==> src/rtl/rrs_pkg.sv <==
package rrs_pkg;

	// Sequence space and window limits of the link.
	localparam int SEQ_SPACE   = 256;
	localparam int SEQ_W       = $clog2(SEQ_SPACE);
	localparam int MAX_WINDOW  = 32;
	localparam int MAX_RESULTS = 33;
	localparam int TAG_W       = 8;
	localparam int WIN_W       = 6;
	localparam int CNT_W       = 32;
	localparam int NRES_W      = 6;

	// Reset value of the negotiated window register.
	localparam logic [WIN_W-1:0] WINDOW_RESET = WIN_W'(32);

	// Result kinds.
	localparam logic [2:0] K_DELIVER = 3'd0;
	localparam logic [2:0] K_STATE   = 3'd1;
	localparam logic [2:0] K_DROP    = 3'd2;
	localparam logic [2:0] K_HELD    = 3'd3;
	localparam logic [2:0] K_IGNORE  = 3'd4;
	localparam logic [2:0] K_TX      = 3'd5;

	// Command codes.
	localparam logic CMD_RX = 1'b0;
	localparam logic CMD_TX = 1'b1;

	// Connection state codes.
	localparam logic [1:0] CS_CLOSED   = 2'd0;
	localparam logic [1:0] CS_OPEN     = 2'd1;
	localparam logic [1:0] CS_WAIT_SYN = 2'd2;

	// Outcome of the shared sequence arithmetic unit.
	typedef struct packed {
		logic [SEQ_W-1:0] diff;
		logic             zero;
		logic             lt;
	} seq_cmp_t;

endpackage

==> src/rtl/rrs_ram.sv <==
module rrs_ram #(
	parameter int WIDTH = rrs_pkg::TAG_W,
	parameter int DEPTH = rrs_pkg::SEQ_SPACE
) (
	input  logic                     clk,
	input  logic                     wr_en,
	input  logic [$clog2(DEPTH)-1:0] wr_addr,
	input  logic [WIDTH-1:0]         wr_data,
	input  logic [$clog2(DEPTH)-1:0] rd_addr,
	output logic [WIDTH-1:0]         rd_data
);

	logic [WIDTH-1:0] mem_q [DEPTH];

	// One write port and one read port with registered read data.
	always_ff @(posedge clk) begin
		if (wr_en) begin
			mem_q[wr_addr] <= wr_data;
		end
		rd_data <= mem_q[rd_addr];
	end

endmodule

==> src/rtl/rrs_seq_unit.sv <==
module rrs_seq_unit (
	input  logic [rrs_pkg::SEQ_W-1:0] a,
	input  logic [rrs_pkg::SEQ_W-1:0] b,
	input  logic [rrs_pkg::SEQ_W-1:0] lim,
	output rrs_pkg::seq_cmp_t         res
);

	logic [rrs_pkg::SEQ_W-1:0] diff;

	// Modular distance from b to a, compared against a limit.
	assign diff     = a - b;
	assign res.diff = diff;
	assign res.zero = (diff == '0);
	assign res.lt   = (diff < lim);

endmodule

==> src/rtl/reliable_rx_sequencer_top.sv <==
// Receive sequencer of a reliable datagram link. An item is accepted when start is high
// and busy is low; busy then stays high until the item's last result has been
// registered. Every result appears on the result ports for exactly one cycle with
// res_valid high and must be taken then, since the receiver cannot stall the block.
// A received segment is worked in an acknowledge step, then a classification step,
// both on one shared sequence compare unit; each result beyond the first comes from
// the drain walk, which reads one held buffer tag per cycle from the tag memory and
// stops at 33 results per item. A transmit command or a bad frame ends after the
// acknowledge step. While the block is idle, the status ports show the state after
// the last completed item. The window register is written through cfg_valid/cfg_ready
// while the block is idle; no clearing pass is needed after reset.
module reliable_rx_sequencer_top (
	input  logic                        clk,
	input  logic                        arst_n,
	input  logic                        start,
	output logic                        busy,
	input  logic                        command,
	input  logic                        frame_ok,
	input  logic                        syn_flag,
	input  logic                        ack_flag,
	input  logic                        null_flag,
	input  logic                        busy_flag,
	input  logic                        reset_flag,
	input  logic [rrs_pkg::SEQ_W-1:0]   ack_number,
	input  logic [rrs_pkg::SEQ_W-1:0]   seq_number,
	input  logic                        has_payload,
	input  logic [1:0]                  conn_state,
	input  logic [rrs_pkg::TAG_W-1:0]   buffer_tag,
	input  logic                        cfg_valid,
	output logic                        cfg_ready,
	input  logic [rrs_pkg::WIN_W-1:0]   window_size,
	output logic                        res_valid,
	output logic [2:0]                  kind,
	output logic [rrs_pkg::TAG_W-1:0]   out_tag,
	output logic [rrs_pkg::SEQ_W-1:0]   out_seq,
	output logic                        out_null,
	output logic                        last_result,
	output logic [rrs_pkg::WIN_W-1:0]   tx_outstanding,
	output logic                        tx_full,
	output logic                        remote_busy,
	output logic [rrs_pkg::CNT_W-1:0]   remote_busy_count,
	output logic [rrs_pkg::CNT_W-1:0]   drop_count
);

	typedef enum logic [3:0] {
		ST_IDLE  = 4'b0001,
		ST_ACK   = 4'b0010,
		ST_CLASS = 4'b0100,
		ST_DRAIN = 4'b1000
	} state_t;

	localparam logic [rrs_pkg::CNT_W-1:0]  CNT_MAX = '1;
	localparam logic [rrs_pkg::NRES_W-1:0] NRES_LAST = rrs_pkg::NRES_W'(rrs_pkg::MAX_RESULTS);

	state_t state_q;

	// Latched input transaction.
	logic                        command_q;
	logic                        frame_ok_q;
	logic                        syn_flag_q;
	logic                        ack_flag_q;
	logic                        null_flag_q;
	logic                        busy_flag_q;
	logic                        reset_flag_q;
	logic [rrs_pkg::SEQ_W-1:0]   ack_number_q;
	logic [rrs_pkg::SEQ_W-1:0]   seq_number_q;
	logic                        has_payload_q;
	logic [1:0]                  conn_state_q;
	logic [rrs_pkg::TAG_W-1:0]   buffer_tag_q;

	// Link state.
	logic [rrs_pkg::WIN_W-1:0]     window_q;
	logic [rrs_pkg::SEQ_W-1:0]     next_exp_q;
	logic [rrs_pkg::SEQ_W-1:0]     last_acked_q;
	logic [rrs_pkg::WIN_W-1:0]     outstanding_q;
	logic                          remote_busy_q;
	logic [rrs_pkg::CNT_W-1:0]     busy_cnt_q;
	logic [rrs_pkg::CNT_W-1:0]     drops_q;
	logic [rrs_pkg::SEQ_SPACE-1:0] held_valid_q;

	// Drain walk.
	logic [rrs_pkg::SEQ_W-1:0]  cur_addr_q;
	logic                       drop_phase_q;
	logic [rrs_pkg::NRES_W-1:0] nres_q;

	// Result register.
	logic                        res_valid_q;
	logic [2:0]                  kind_q;
	logic [rrs_pkg::TAG_W-1:0]   tag_q;
	logic [rrs_pkg::SEQ_W-1:0]   oseq_q;
	logic                        onull_q;
	logic                        last_q;

	logic [rrs_pkg::WIN_W-1:0]  win_eff;
	logic [rrs_pkg::SEQ_W-1:0]  unit_a;
	logic [rrs_pkg::SEQ_W-1:0]  unit_b;
	logic [rrs_pkg::SEQ_W-1:0]  unit_lim;
	rrs_pkg::seq_cmp_t          cmp;
	logic [rrs_pkg::SEQ_W-1:0]  seq_inc;
	logic [rrs_pkg::SEQ_W-1:0]  cur_inc;
	logic                       hv_seq;
	logic                       hv_seq_inc;
	logic                       hv_cur_inc;
	logic                       linked;
	logic                       data_seg;
	logic                       in_order;
	logic                       in_window;
	logic                       hold_go;
	logic [rrs_pkg::SEQ_W-1:0]  rd_addr;
	logic [rrs_pkg::TAG_W-1:0]  rd_tag;
	logic [rrs_pkg::NRES_W-1:0] nres_inc;
	logic                       drain_last;

	// Effective window: at least one, at most the design maximum.
	always_comb begin
		if (window_q == '0) begin
			win_eff = rrs_pkg::WIN_W'(1);
		end else if ({1'b0, window_q} > (rrs_pkg::WIN_W + 1)'(rrs_pkg::MAX_WINDOW)) begin
			win_eff = rrs_pkg::WIN_W'(rrs_pkg::MAX_WINDOW);
		end else begin
			win_eff = window_q;
		end
	end

	// The shared unit measures the acknowledge distance in the acknowledge step and
	// the sequence distance from the expected number in the classification step.
	always_comb begin
		if (state_q == ST_ACK) begin
			unit_a   = ack_number_q;
			unit_b   = last_acked_q;
			unit_lim = rrs_pkg::SEQ_W'(outstanding_q);
		end else begin
			unit_a   = seq_number_q;
			unit_b   = next_exp_q;
			unit_lim = rrs_pkg::SEQ_W'(win_eff) + rrs_pkg::SEQ_W'(1);
		end
	end

	rrs_seq_unit u_seq_unit (
		.a   (unit_a),
		.b   (unit_b),
		.lim (unit_lim),
		.res (cmp)
	);

	// Lookups into the held-entry valid bits.
	assign seq_inc    = seq_number_q + rrs_pkg::SEQ_W'(1);
	assign cur_inc    = cur_addr_q + rrs_pkg::SEQ_W'(1);
	assign hv_seq     = held_valid_q[seq_number_q];
	assign hv_seq_inc = held_valid_q[seq_inc];
	assign hv_cur_inc = held_valid_q[cur_inc];

	// Segment classification terms.
	assign linked    = (conn_state_q == rrs_pkg::CS_OPEN) ||
	                   (conn_state_q == rrs_pkg::CS_WAIT_SYN);
	assign data_seg  = (conn_state_q == rrs_pkg::CS_OPEN) && (null_flag_q || has_payload_q);
	assign in_order  = cmp.zero;
	assign in_window = !cmp.zero && cmp.lt;
	assign hold_go   = (state_q == ST_CLASS) && !reset_flag_q && !syn_flag_q && data_seg &&
	                   !in_order && !hv_seq && in_window;

	// Tag read address is the entry handled in the following drain cycle.
	assign rd_addr = (state_q == ST_CLASS) ? (hv_seq ? seq_number_q : seq_inc) : cur_inc;

	rrs_ram #(
		.WIDTH (rrs_pkg::TAG_W),
		.DEPTH (rrs_pkg::SEQ_SPACE)
	) u_tag_ram (
		.clk     (clk),
		.wr_en   (hold_go),
		.wr_addr (seq_number_q),
		.wr_data (buffer_tag_q),
		.rd_addr (rd_addr),
		.rd_data (rd_tag)
	);

	assign nres_inc   = nres_q + rrs_pkg::NRES_W'(1);
	assign drain_last = (nres_inc == NRES_LAST) || !hv_cur_inc;

	// Input latch; payload registers carry no reset.
	always_ff @(posedge clk) begin
		if (state_q == ST_IDLE && start) begin
			command_q     <= command;
			frame_ok_q    <= frame_ok;
			syn_flag_q    <= syn_flag;
			ack_flag_q    <= ack_flag;
			null_flag_q   <= null_flag;
			busy_flag_q   <= busy_flag;
			reset_flag_q  <= reset_flag;
			ack_number_q  <= ack_number;
			seq_number_q  <= seq_number;
			has_payload_q <= has_payload;
			conn_state_q  <= conn_state;
			buffer_tag_q  <= buffer_tag;
		end
	end

	// Sequencer and link state.
	always_ff @(posedge clk or negedge arst_n) begin
		if (!arst_n) begin
			state_q       <= ST_IDLE;
			window_q      <= rrs_pkg::WINDOW_RESET;
			next_exp_q    <= '0;
			last_acked_q  <= '0;
			outstanding_q <= '0;
			remote_busy_q <= 1'b0;
			busy_cnt_q    <= '0;
			drops_q       <= '0;
			held_valid_q  <= '0;
			cur_addr_q    <= '0;
			drop_phase_q  <= 1'b0;
			nres_q        <= '0;
			res_valid_q   <= 1'b0;
		end else begin
			res_valid_q <= 1'b0;
			if (cfg_valid && cfg_ready) begin
				window_q <= window_size;
			end
			unique case (state_q)
				ST_IDLE: begin
					if (start) begin
						state_q <= ST_ACK;
					end
				end
				ST_ACK: begin
					if (command_q == rrs_pkg::CMD_TX) begin
						if (outstanding_q < win_eff) begin
							outstanding_q <= outstanding_q + rrs_pkg::WIN_W'(1);
						end
						res_valid_q <= 1'b1;
						state_q     <= ST_IDLE;
					end else if (!frame_ok_q) begin
						if (drops_q != CNT_MAX) begin
							drops_q <= drops_q + rrs_pkg::CNT_W'(1);
						end
						res_valid_q <= 1'b1;
						state_q     <= ST_IDLE;
					end else begin
						// Release acknowledged transmit slots.
						if (ack_flag_q && !cmp.zero) begin
							outstanding_q <= cmp.lt ?
							                 outstanding_q - cmp.diff[rrs_pkg::WIN_W-1:0] : '0;
							last_acked_q  <= ack_number_q;
						end
						// Count not-busy to busy transitions of the remote side.
						if (!remote_busy_q && busy_flag_q && busy_cnt_q != CNT_MAX) begin
							busy_cnt_q <= busy_cnt_q + rrs_pkg::CNT_W'(1);
						end
						remote_busy_q <= busy_flag_q;
						state_q       <= ST_CLASS;
					end
				end
				ST_CLASS: begin
					res_valid_q <= 1'b1;
					state_q     <= ST_IDLE;
					if (!reset_flag_q && syn_flag_q && linked) begin
						next_exp_q <= seq_inc;
					end else if (!reset_flag_q && !syn_flag_q && data_seg) begin
						if (in_order) begin
							next_exp_q <= seq_inc;
							if (hv_seq && drops_q != CNT_MAX) begin
								drops_q <= drops_q + rrs_pkg::CNT_W'(1);
							end
							if (hv_seq || hv_seq_inc) begin
								cur_addr_q   <= hv_seq ? seq_number_q : seq_inc;
								drop_phase_q <= hv_seq;
								nres_q       <= rrs_pkg::NRES_W'(1);
								state_q      <= ST_DRAIN;
							end
						end else if (hv_seq || !in_window) begin
							if (drops_q != CNT_MAX) begin
								drops_q <= drops_q + rrs_pkg::CNT_W'(1);
							end
						end else begin
							held_valid_q[seq_number_q] <= 1'b1;
						end
					end
				end
				ST_DRAIN: begin
					// One held entry per cycle: the stale copy first, then in-order ones.
					res_valid_q              <= 1'b1;
					held_valid_q[cur_addr_q] <= 1'b0;
					if (!drop_phase_q) begin
						next_exp_q <= cur_inc;
					end
					if (drain_last) begin
						state_q <= ST_IDLE;
					end else begin
						cur_addr_q   <= cur_inc;
						drop_phase_q <= 1'b0;
						nres_q       <= nres_inc;
					end
				end
				default: begin
					state_q <= ST_IDLE;
				end
			endcase
		end
	end

	// Result payload.
	always_ff @(posedge clk) begin
		case (state_q)
			ST_ACK: begin
				tag_q   <= (command_q == rrs_pkg::CMD_TX) ? '0 : buffer_tag_q;
				oseq_q  <= (command_q == rrs_pkg::CMD_TX) ? '0 : seq_number_q;
				onull_q <= 1'b0;
				last_q  <= 1'b1;
				kind_q  <= (command_q == rrs_pkg::CMD_TX) ? rrs_pkg::K_TX : rrs_pkg::K_DROP;
			end
			ST_CLASS: begin
				tag_q   <= buffer_tag_q;
				oseq_q  <= seq_number_q;
				onull_q <= 1'b0;
				last_q  <= 1'b1;
				if (reset_flag_q) begin
					kind_q <= linked ? rrs_pkg::K_STATE : rrs_pkg::K_IGNORE;
				end else if (syn_flag_q) begin
					kind_q <= linked ? rrs_pkg::K_STATE : rrs_pkg::K_IGNORE;
				end else if (data_seg) begin
					if (in_order) begin
						kind_q  <= rrs_pkg::K_DELIVER;
						onull_q <= null_flag_q;
						last_q  <= !(hv_seq || hv_seq_inc);
					end else if (hv_seq || !in_window) begin
						kind_q <= rrs_pkg::K_DROP;
					end else begin
						kind_q <= rrs_pkg::K_HELD;
					end
				end else begin
					kind_q <= rrs_pkg::K_IGNORE;
				end
			end
			ST_DRAIN: begin
				kind_q  <= drop_phase_q ? rrs_pkg::K_DROP : rrs_pkg::K_DELIVER;
				tag_q   <= rd_tag;
				oseq_q  <= cur_addr_q;
				onull_q <= 1'b0;
				last_q  <= drain_last;
			end
			default: begin
				kind_q <= kind_q;
			end
		endcase
	end

	// Port drive.
	assign busy              = (state_q != ST_IDLE);
	assign cfg_ready         = !busy;
	assign res_valid         = res_valid_q;
	assign kind              = kind_q;
	assign out_tag           = tag_q;
	assign out_seq           = oseq_q;
	assign out_null          = onull_q;
	assign last_result       = last_q;
	assign tx_outstanding    = outstanding_q;
	assign tx_full           = (outstanding_q >= win_eff);
	assign remote_busy       = remote_busy_q;
	assign remote_busy_count = busy_cnt_q;
	assign drop_count        = drops_q;

endmodule

==> config.mk <==
export PLATFORM = sky130hd
export DESIGN_NAME = reliable_rx_sequencer_top
export DESIGN_NICKNAME = d
export VERILOG_FILES = /design/src/rtl/rrs_pkg.sv /design/src/rtl/rrs_ram.sv /design/src/rtl/rrs_seq_unit.sv /design/src/rtl/reliable_rx_sequencer_top.sv
export SDC_FILE = /design/constraint.sdc
export NUM_CORES = 2
export LEC_CHECK = 0
export BUFFER_PORTS_ARGS = -buffer_cell sky130_fd_sc_hd__buf_2
export CORE_MARGIN = 1
export CORE_UTILIZATION = 38
export DETAILED_ROUTE_END_ITERATION = 16
export GPL_ROUTABILITY_DRIVEN = 0
export GPL_TIMING_DRIVEN = 0
export SYNTH_ARGS = -nofsm -noshare
export SYNTH_HDL_FRONTEND = slang
export SYNTH_HIERARCHICAL = 1
export SYNTH_SLANG_ARGS = --single-unit
==> constraint.sdc <==
create_clock -name clk -period 6.8 [get_ports clk]
set_input_delay 0.68 -clock clk [delete_from_list [all_inputs] [get_ports clk]]
set_output_delay 0.68 -clock clk [all_outputs]
set_load 0.05 [all_outputs]
==> flow_summary.toml <==
[routing]
wl_um = 363000
drtAntennaViolNets = 0
drt-vias-per-instance = 6.30
first_pass_iters = 8
drt_iter0_drc = 9986
drcViolationCount = 0
wl_per_cell_um = 34.7
via_count = 65800

[synthesis]
ys_seq_area_share_pct = 69.3
synthArstFlopShare_pct = 14.9
synth-seq-cells = 2480
syn_inst = 6064
synth-main-ff-cell = "edfxtp_1"
synth_top_area_share_pct = 60.3
yosysMostFrequentCell = "edfxtp_1"
synth_top_area_cell = "edfxtp_1"
postSynthAreaPerCell_um2 = 17.3
ys.warnings.count = 6
synth_common_cells = "2,103 x edfxtp_1, 634 x mux4_2, 508 x o21ai_0"
yosysUniqueCellTypes = 99
synthesis.area_um2 = 105000
synth_edf_count = 2103
synthTopCellsByArea = "edfxtp_1 60%, mux4_2 14%, dfrtp_1 8.8%"

[global_route]
grt_max_degree = 114
antenna_found_initial = 20
grt_use_total_pct = 25.7
first_global_vias = 64300
grt_pass1_wl_um = 502000
gr-total-overflow = 0

[timing]
slew_violations = 27
hold_slack_ns = 0.0180
fmax_mhz = 142
hold_violations = 0
rsz0062_at_grt = "true"
min_period_over_period_pct = 104
worst_slew_pin_slew_ns = 1.62
fin_ws_ns = -0.261
relSlewSlack_pct = -9.04
skew_ns = 0.0908
totalNegativeSetupSlack_ns = -1.21
setup_viol = 8
min_period_ns = 7.06

[layout]
nets = 6733
seqCellArea_um2 = 72500
syn2layout_area_growth_pct = 19.4
multi_input_area_um2 = 32100
layout-drive-gt1-share_pct = 29.1
fillers = 23200
final_area_um2 = 125000

[die]
start_util_pct = 38.2
die_y_um = 527
pin_count = 140
fp.coreArea_um2 = 274000
die_w_um = 527
dieArea_um2 = 278000
rows = 192

[min_path]
hp-class = "in2reg"
min_delay_path_depth = 1

[run_status]
outcome = "finished, violations left"
violations = "max-capacitance violations, max-slew violations, negative setup slack"

[pwr]
ir_drop_mv = 0.259
p_per_area_nw_per_um2 = 390
leakagePower_uw = 0.0405

[critical_path]
cp_slowest_cell = "nor4_4"
end_kind = "flop"
cpPeakStageDelay_ns = 0.54
worstPathMaxFanout = 10
crit_chain = "buf_12, clkdlybuf4s18_2, nor2b_1, buf_4, a22oi_1, nand4_1, o31ai_1, o211ai_1, nand3_2, buf_4, nor3_1, xnor2_1, nor2_1, a21oi_2, clkbuf_4, buf_6, clkbuf_4, nor2b_4, o221ai_1, nor2_1, nor4_4, nor4_4"
crit_type = "reg2reg"
critPathArrivalTime_ns = 7.72
path_delay_family = "simple AND/OR/NAND/NOR gates"
crit_required_ns = 7.46
crit_cells = 22
reg2reg_depth = 22
path_buf_inv = 7
start_kind = "flop"

[placed_design]
io_buffers = 139
dpl-instance-area_um2 = 113000
place_ws_ns = -3.55
detailed_place_hpwl_um = 251000

[job]
maxCapViolations = 4

[clock_tree]
h-tree-depth = 5
cts_tree = "done"
clock_latency_ns = 0.88
clk_pin_slew_ns = 0.06
cts_buffer_depth = 4
clock-root-buffer = "clkbuf_16"
cts_num_sinks = 2480
cts_made_buffers = 268
cell usage in the layout (no fill, tap or decap), types with 44 or more instances in the layout:
master and instances:
edfxtp_1 2103, mux4_2 634, o21ai_0 506, dfrtp_1 367, clkbuf_16 286, nand2_1 233, mux2i_1 209, buf_2 184
nor2_4 182, clkbuf_1 177, a22oi_1 148, nor2_1 121, a21oi_1 110, nand3_1 109, buf_16 87, buf_4 83
xnor2_1 67, nor2_2 56, clkinv_2 53, inv_1 52, o21ai_1 49, clkbuf_2 47, buf_6 47, nor2b_1 44
registers in the layout, summed over array words and instances (netlist names), 2 cells and up:
signal / count
tx_outstanding: 6
state_q: 4
remote_busy_count: 32
next_exp_q: 8
out_seq: 8
last_acked_q: 8
cur_addr_q: 8
out_tag: 8
u_tag_ram/rd_data: 8
buffer_tag_q: 8
conn_state_q: 2
seq_number_q: 8
kind: 3
u_tag_ram/mem_q: 2048
drop_count: 32
window_q: 6
nres_q: 6
ack_number_q: 8
held_valid_q: 256
metal layers:
layer	wire length, µm	global-route usage (%)
met1	134000	33.9
met2	159000	38.4
met3	49400	8.22
met4	20300	12.0
met5	248	0.433
metrics by stage:
step / utilization, % / std cells / power, µW
after floorplan: - / 6065 / 26600
after global placement: 40.1 / 9793 / 33200
after detailed placement: 41.1 / 9890 / 33500
after CTS: 45.4 / 10400 / 48300
after global routing: 45.6 / 10400 / 49700
final: 45.7 / 10500 / 48800
kinds of logic (layout without fill, tap and decap cells):
group | count (synthesis) | count (layout) | synth area share [%]
AO/OA/AOI/OAI | 1102 | 1102 | 6.44
XOR/XNOR | 100 | 100 | 0.836
flip-flops | 2480 | 2480 | 69.3
AND/OR/NAND/NOR | 997 | 997 | 4.53
other | 1 | 16 | 0.00358
buffers and inverters | 467 | 1250 | 2.37
adder cells (fa/ha/maj) | 42 | 42 | 0.515
multiplexers | 875 | 875 | 16.0
path summary, 6_finish.rpt:
check | from | endpoint | slack, ns
setup reg to reg | seq_number_q[1] | u_tag_ram/rd_data[2] | -0.26
min in group asynchronous | arst_n | held_valid_q[239] | 0.46
setup / recovery | seq_number_q[1] | u_tag_ram/rd_data[2] | -0.26
hold reg to reg | drop_count[30] | drop_count[30] | 0.48
hold / removal | ack_number[4] | ack_number_q[4] | 0.02
max in group asynchronous | arst_n | drop_count[19] | 5.25
power by group:
group,internal (µW),switching [µW],leakage (µW)
clock network,8150,6060,0.00413
logic,6050,11100,0.0136
registers,17200,254,0.0228
what timing repair did:
action,4_1_cts,5_1_grt
hold buffers,22,0
buffers inserted,51,12
pin swaps,31,28
gates resized for setup,749,133
endpoints found under the hold margin,104,0
endpoints found under the setup margin,2363,2038
layout make-up:
cell class                 count  share of cell area (%)
timing repair buffer         321                    3.39
sequential                  2480                    58.0
clock inverter               130                   0.861
tap                         3589                    3.59
inverter                      56                   0.169
clock buffer                 340                    5.87
buffer                       403                    2.40
antenna                       14                  0.0280
multi-input combinational   3118                    25.7
(Power assumes the default switching activity.)
